**src/rtl/assert_macros.svh**
```systemverilog
// Assertion macros shared by the RTL.
// Depends on i_clk and i_rst_n being in scope where a macro is used.
`ifndef ASSERT_MACROS_SVH
`define ASSERT_MACROS_SVH

// Plain property, checked on every clock edge while out of reset.
`define RDP_ASSERT(label, prop, msg) \
    label: assert property (@(posedge i_clk) disable iff (!i_rst_n) prop) \
        else $error(msg);

// Same-cycle implication.
`define RDP_ASSERT_IMP(label, ante, cons, msg) \
    label: assert property (@(posedge i_clk) disable iff (!i_rst_n) (ante) |-> (cons)) \
        else $error(msg);

// Next-cycle implication.
`define RDP_ASSERT_NXT(label, ante, cons, msg) \
    label: assert property (@(posedge i_clk) disable iff (!i_rst_n) (ante) |=> (cons)) \
        else $error(msg);

`endif

```
**src/rtl/rdp_pkg.sv**
```systemverilog
// Package for the palette converter: request codes, phase codes, shared types,
// and the index-folding table used by the palette memory. No dependencies.
package rdp_pkg;

    localparam int DEF_PALETTE_DEPTH = 256;
    localparam int ADDR_SPACE        = 256;

    localparam logic [1:0] REQ_RD  = 2'd0;
    localparam logic [1:0] REQ_WR  = 2'd1;
    localparam logic [1:0] REQ_PIX = 2'd2;

    localparam logic [1:0] SEL_ADDR0 = 2'd0;
    localparam logic [1:0] SEL_PAL   = 2'd1;
    localparam logic [1:0] SEL_ADDR2 = 2'd2;
    localparam logic [1:0] SEL_OVL   = 2'd3;

    localparam logic [1:0] PH_RED   = 2'd0;
    localparam logic [1:0] PH_GREEN = 2'd1;
    localparam logic [1:0] PH_BLUE  = 2'd2;

    typedef logic [ADDR_SPACE-1:0][7:0] t_mod_tab;

    // write port of a color store
    typedef struct packed {
        logic        en;
        logic [7:0]  addr;
        logic [23:0] data;
    } t_store_wr;

    // index modulo depth, built by counting so no divider is inferred
    function automatic t_mod_tab rdp_mod_table(input int depth);
        t_mod_tab tab;
        int       m;
        m = 0;
        for (int i = 0; i < ADDR_SPACE; i++) begin
            tab[i] = 8'(m);
            m = (m == depth - 1) ? 0 : m + 1;
        end
        return tab;
    endfunction

endpackage

```
**src/rtl/rdp_overlay_store.sv**
```systemverilog
// Overlay store: four 24-bit color entries in flops, cleared at reset,
// one write and one registered read per cycle. Uses rdp_pkg.
module rdp_overlay_store (
    input  logic              i_clk,
    input  logic              i_rst_n,
    input  rdp_pkg::t_store_wr i_wr,
    input  logic              i_rd_en,
    input  logic [1:0]        i_rd_addr,
    output logic [23:0]       o_rd_data
);
    import rdp_pkg::*;

    logic [23:0] r_ent [4];
    logic [23:0] r_q;

    always_ff @(posedge i_clk) begin
        if (!i_rst_n) begin
            for (int i = 0; i < 4; i++) begin
                r_ent[i] <= 24'd0;
            end
            r_q <= 24'd0;
        end else begin
            if (i_wr.en) begin
                r_ent[i_wr.addr[1:0]] <= i_wr.data;
            end
            if (i_rd_en) begin
                r_q <= r_ent[i_rd_addr];
            end
        end
    end

    assign o_rd_data = r_q;

endmodule

```
**config.mk**
```make
export PLATFORM = sky130hd
export DESIGN_NAME = rdp_overlay_store
export DESIGN_NICKNAME = d
export VERILOG_FILES = /design/src/rtl/assert_macros.svh /design/src/rtl/rdp_pkg.sv /design/src/rtl/rdp_overlay_store.sv
export SDC_FILE = /design/constraint.sdc
export NUM_CORES = 1
export LEC_CHECK = 0
export ABC_AREA = 1
export BUFFER_PORTS_ARGS = -buffer_cell sky130_fd_sc_hd__buf_2
export CORE_MARGIN = 2
export CORE_UTILIZATION = 50
export DETAILED_ROUTE_END_ITERATION = 12
export HOLD_SLACK_MARGIN = 0.02
export PLACE_DENSITY = 0.7
export SKIP_CTS_REPAIR_TIMING = 1
export SLEW_MARGIN = 0
export SYNTH_ARGS = -nofsm -noshare
export SYNTH_HDL_FRONTEND = slang
export SYNTH_SLANG_ARGS = --single-unit
```
**constraint.sdc**
```tcl
create_clock -name i_clk -period 2.4 [get_ports i_clk]
set_input_delay 0.24 -clock i_clk [delete_from_list [all_inputs] [get_ports i_clk]]
set_output_delay 0.24 -clock i_clk [all_outputs]
set_load 0.01 [all_outputs]
```
# Word-level counts from Yosys, hierarchy flattened
# Memories as Yosys holds them, arrays and structs flattened. A register that Yosys moved wholly into a read port is not among the register bits.
# Cells that the tools add are included.
# word_totals
regBits	0
ramBits	96
input_bits	38
out_inout_bits	24
wordCells	10
n_memories	1
# mem_list
name	depth	word_bits	read_ports	rd_ports_with_merged_regs	wr	line_no	source
r_ent	4	24	1	1	4	rdp_overlay_store.sv:13	logic [23:0] r_ent [4];
# classes
muxes	7
reduce_logical	2
# ops
cell	n
24-bit 2-to-1 mux	1
24-bit OR reduction	1
1-bit 2-to-1 mux	5
2-bit 2-to-1 mux	1
1-bit logical NOT	1

# Logic depth before layout (Yosys ltp)
# depth
ltp_word	5
depth_mapped	7
mapped_depth_nobuf	5

# Worst setup path after synthesis
# No wires, ideal clock.
# synth_timing
path_type	input -> register
start	in i_rst_n
end	mem r_ent[2][0] (enable)
setup_time_ps	408
arrival_time_ps	1644
t_required_ps	1992
slack_ps	348
cell_stages	3
path_buffers	1
path_cell_list	nand2_1 > buf_2 > o21ai_1
# synth_lines
element	line_no	source
start: declaration	rdp_overlay_store.sv:5	input logic i_rst_n,
end: declaration	rdp_overlay_store.sv:13	

==> reports/results.txt <==
crit end category = register
kind of critical path = input port to register
Cell Area, Synth = 5180 um^2
crit path time final = 1250 ps
CP peak stage delay = 320 ps
final hold vios = 0
CORE AREA = 10200 um^2
clock skew = 7.29 ps
total number of vias = 3679
Power Internal = 4250 uW
WHS = 60.4 ps
Most used DFF post-synth = edfxtp_1
final net count = 599
top-area cell type share of the netlist area = 0.557
Area Overhead vs Synth = 18.8%
Post-DP HPWL = 6470 um
initial antenna violation count = 0
Req. time, crit path = 2620 ps
Flop pwr share = 0.451
overall global routing resource usage = 0.214
Sw Ratio = 0.219
area occupied by multi-input gates = 1500 um^2
crit path max-delay cell type = nand2_1
Buffers on Ports = 55
P_leak = 0.00256 uW
# diodes = 0
drc violations = 0
H-tree depth = 4
post-synthesis async set-or-reset flop share = 0
switching power = 1190 uW
max-cap violation count = 0
logic gate share of total power = 0.081
clk buf depth = 2
worst reg-to-reg path cell count = 4
CTS tree = built
final wirelength = 10800 um
Startpoint Class = input port
post-synthesis cell type count = 19
Post-DP Area = 5560 um^2
Post-synth EDFFs = 96
part of the cycle the worst path needs = 0.522
CP arrival = 1470 ps
die height = 106 um
fillers = 861
critical path, cell by cell = buf_2 -> nand2_1 -> buf_4 -> nor2_2 -> nand2_2 -> nand2_1 -> buf_4
worst skew pair latency = 520 ps
Site Rows = 37
initial core utilization = 0.508
Synth area leaders = edfxtp_1, dfxtp_1, nand2_1
final antenna-violating net count = 0
Synth Area per Inst = 10.3 um^2
Placer Congestion = 0.734
Slew @ Worst Pin = 836 ps
Die ar. = 11200 um^2
average routed wire per standard cell = 15.2 um
Yosys reg bits = 120
Final Util = 0.604
drt first-iter violations = 243
Fin Setup TNS = 0 ps
CTS clk-pin slew, worst paths = 60 ps
Syn Nets = 541
RSZ-0062 raised after global routing = false
vias in the first global route = 3657
GR met2 Demand/Resource = 0.341
peak supply drop = 0.480 mV
gr ovfl total = 0
CTS Buf Count = 17
die width = 106 um
busiest grt layer = met2
Ports = 62
largest net degree at the start of global routing = 49
top cells by count, synth = nand2_1, edfxtp_1, nor2_1, nand3_1
vias per std cell = 5.18
number of cells on the worst hold path = 3
met1 Usage GRT = 0.282
power share of the clock group = 0.468
DR pass1 iterations = 5
first-pass GRT wire length = 18200 um
clk sink count = 120
Power per Cell Area = 885 nW/um^2
sequential area share after synthesis = 0.650
cell area after layout = 6150 um^2
area leader, netlist = edfxtp_1
Hold WC Path Type = input port to register
M3 GR Usage = 0.0686
Syn Inst Count = 503
status = finished clean
final setup fails = 0
most frequent cell after synthesis = nand2_1
layout cells sized above 1 = 0.258
f_max = 798 MHz
root buffer cell = clkbuf_8
CP max FO = 17
Slew Limit Fails = 0
Seq. cell area = 3360 um^2
Synth Warn # = 0
slew margin rel. = 0.442
[power groups by stage]
stage	clock network, uW	logic [uW]	registers [uW]
2_1_floorplan	0	282	2510
5_1_grt	2690	494	2470
4_1_cts	2580	446	2460
6_report	2540	441	2460
3_5_place_dp	0	443	2500
3_3_place_gp	0	431	2490
[layout make-up]
type / count / share of cell area
flip-flops and latches: 120 / 0.547
multi-input cells: 322 / 0.244
clock buffers: 21 / 0.0714
repair buffers: 73 / 0.0688
well taps: 136 / 0.0277
clock inverters: 11 / 0.0250
inverters: 27 / 0.0165
[routing by layer]
metal / routed length (um) / vias up
met5: 0 / -
met4: 80 / 0
met1: 4790 / 1741
met2: 5300 / 125
li1: - / 1803
met3: 648 / 10
[placed cells by master, fill, tap and decap left out, types with 4 or more instances in the layout]
master / count
dfxtp_1: 24
inv_1: 24
a21oi_2: 20
nand3_1: 49
nor3_1: 24
nor2_1: 72
buf_4: 17
edfxtp_1: 96
o21ai_0: 24
bufinv_16: 4
buf_2: 55
nand2_2: 22
a21oi_1: 4
clkbuf_16: 16
clkinv_2: 6
nand2_1: 105
[flip-flops by register name (all words and copies together) (netlist names)]
signal     count
o_rd_data     24
r_ent         96
[path summary, 6_finish.rpt]
check | slack, ps | startpoint | end
worst max-delay path | 1150 | i_wr[32] | r_ent[1][0]
worst max register to register | 1570 | r_ent[1][16] | o_rd_data[16]
worst min register to register | 520 | o_rd_data[10] | o_rd_data[10]
worst min-delay path | 60 | i_wr[20] | r_ent[1][20]
[per-stage QoR]
| step | total power [uW] | cells | worst slack, ps |
|---|---|---|---|
| floorplan | 2790 | 503 | 348 |
| finish | 5440 | 710 | 1150 |
| global placement | 2920 | 678 | 638 |
| CTS | 5480 | 710 | 1150 |
| global route | 5650 | 710 | 1090 |
| detailed placement | 2940 | 678 | 628 |
[cell families after synthesis]
family,after synthesis,share of synthesized area
and+or+nand+nor,273,0.227
DFF,120,0.650
buffers and inverters,61,0.0616
AOI/OAI and AO/OA,49,0.0619
[worst max-delay path: cells and delay by family]
kind | cells | cell delay, ps
and+or+nand+nor | 4 | 630
buffers and inverters | 3 | 600
(Power assumes the default switching activity.)
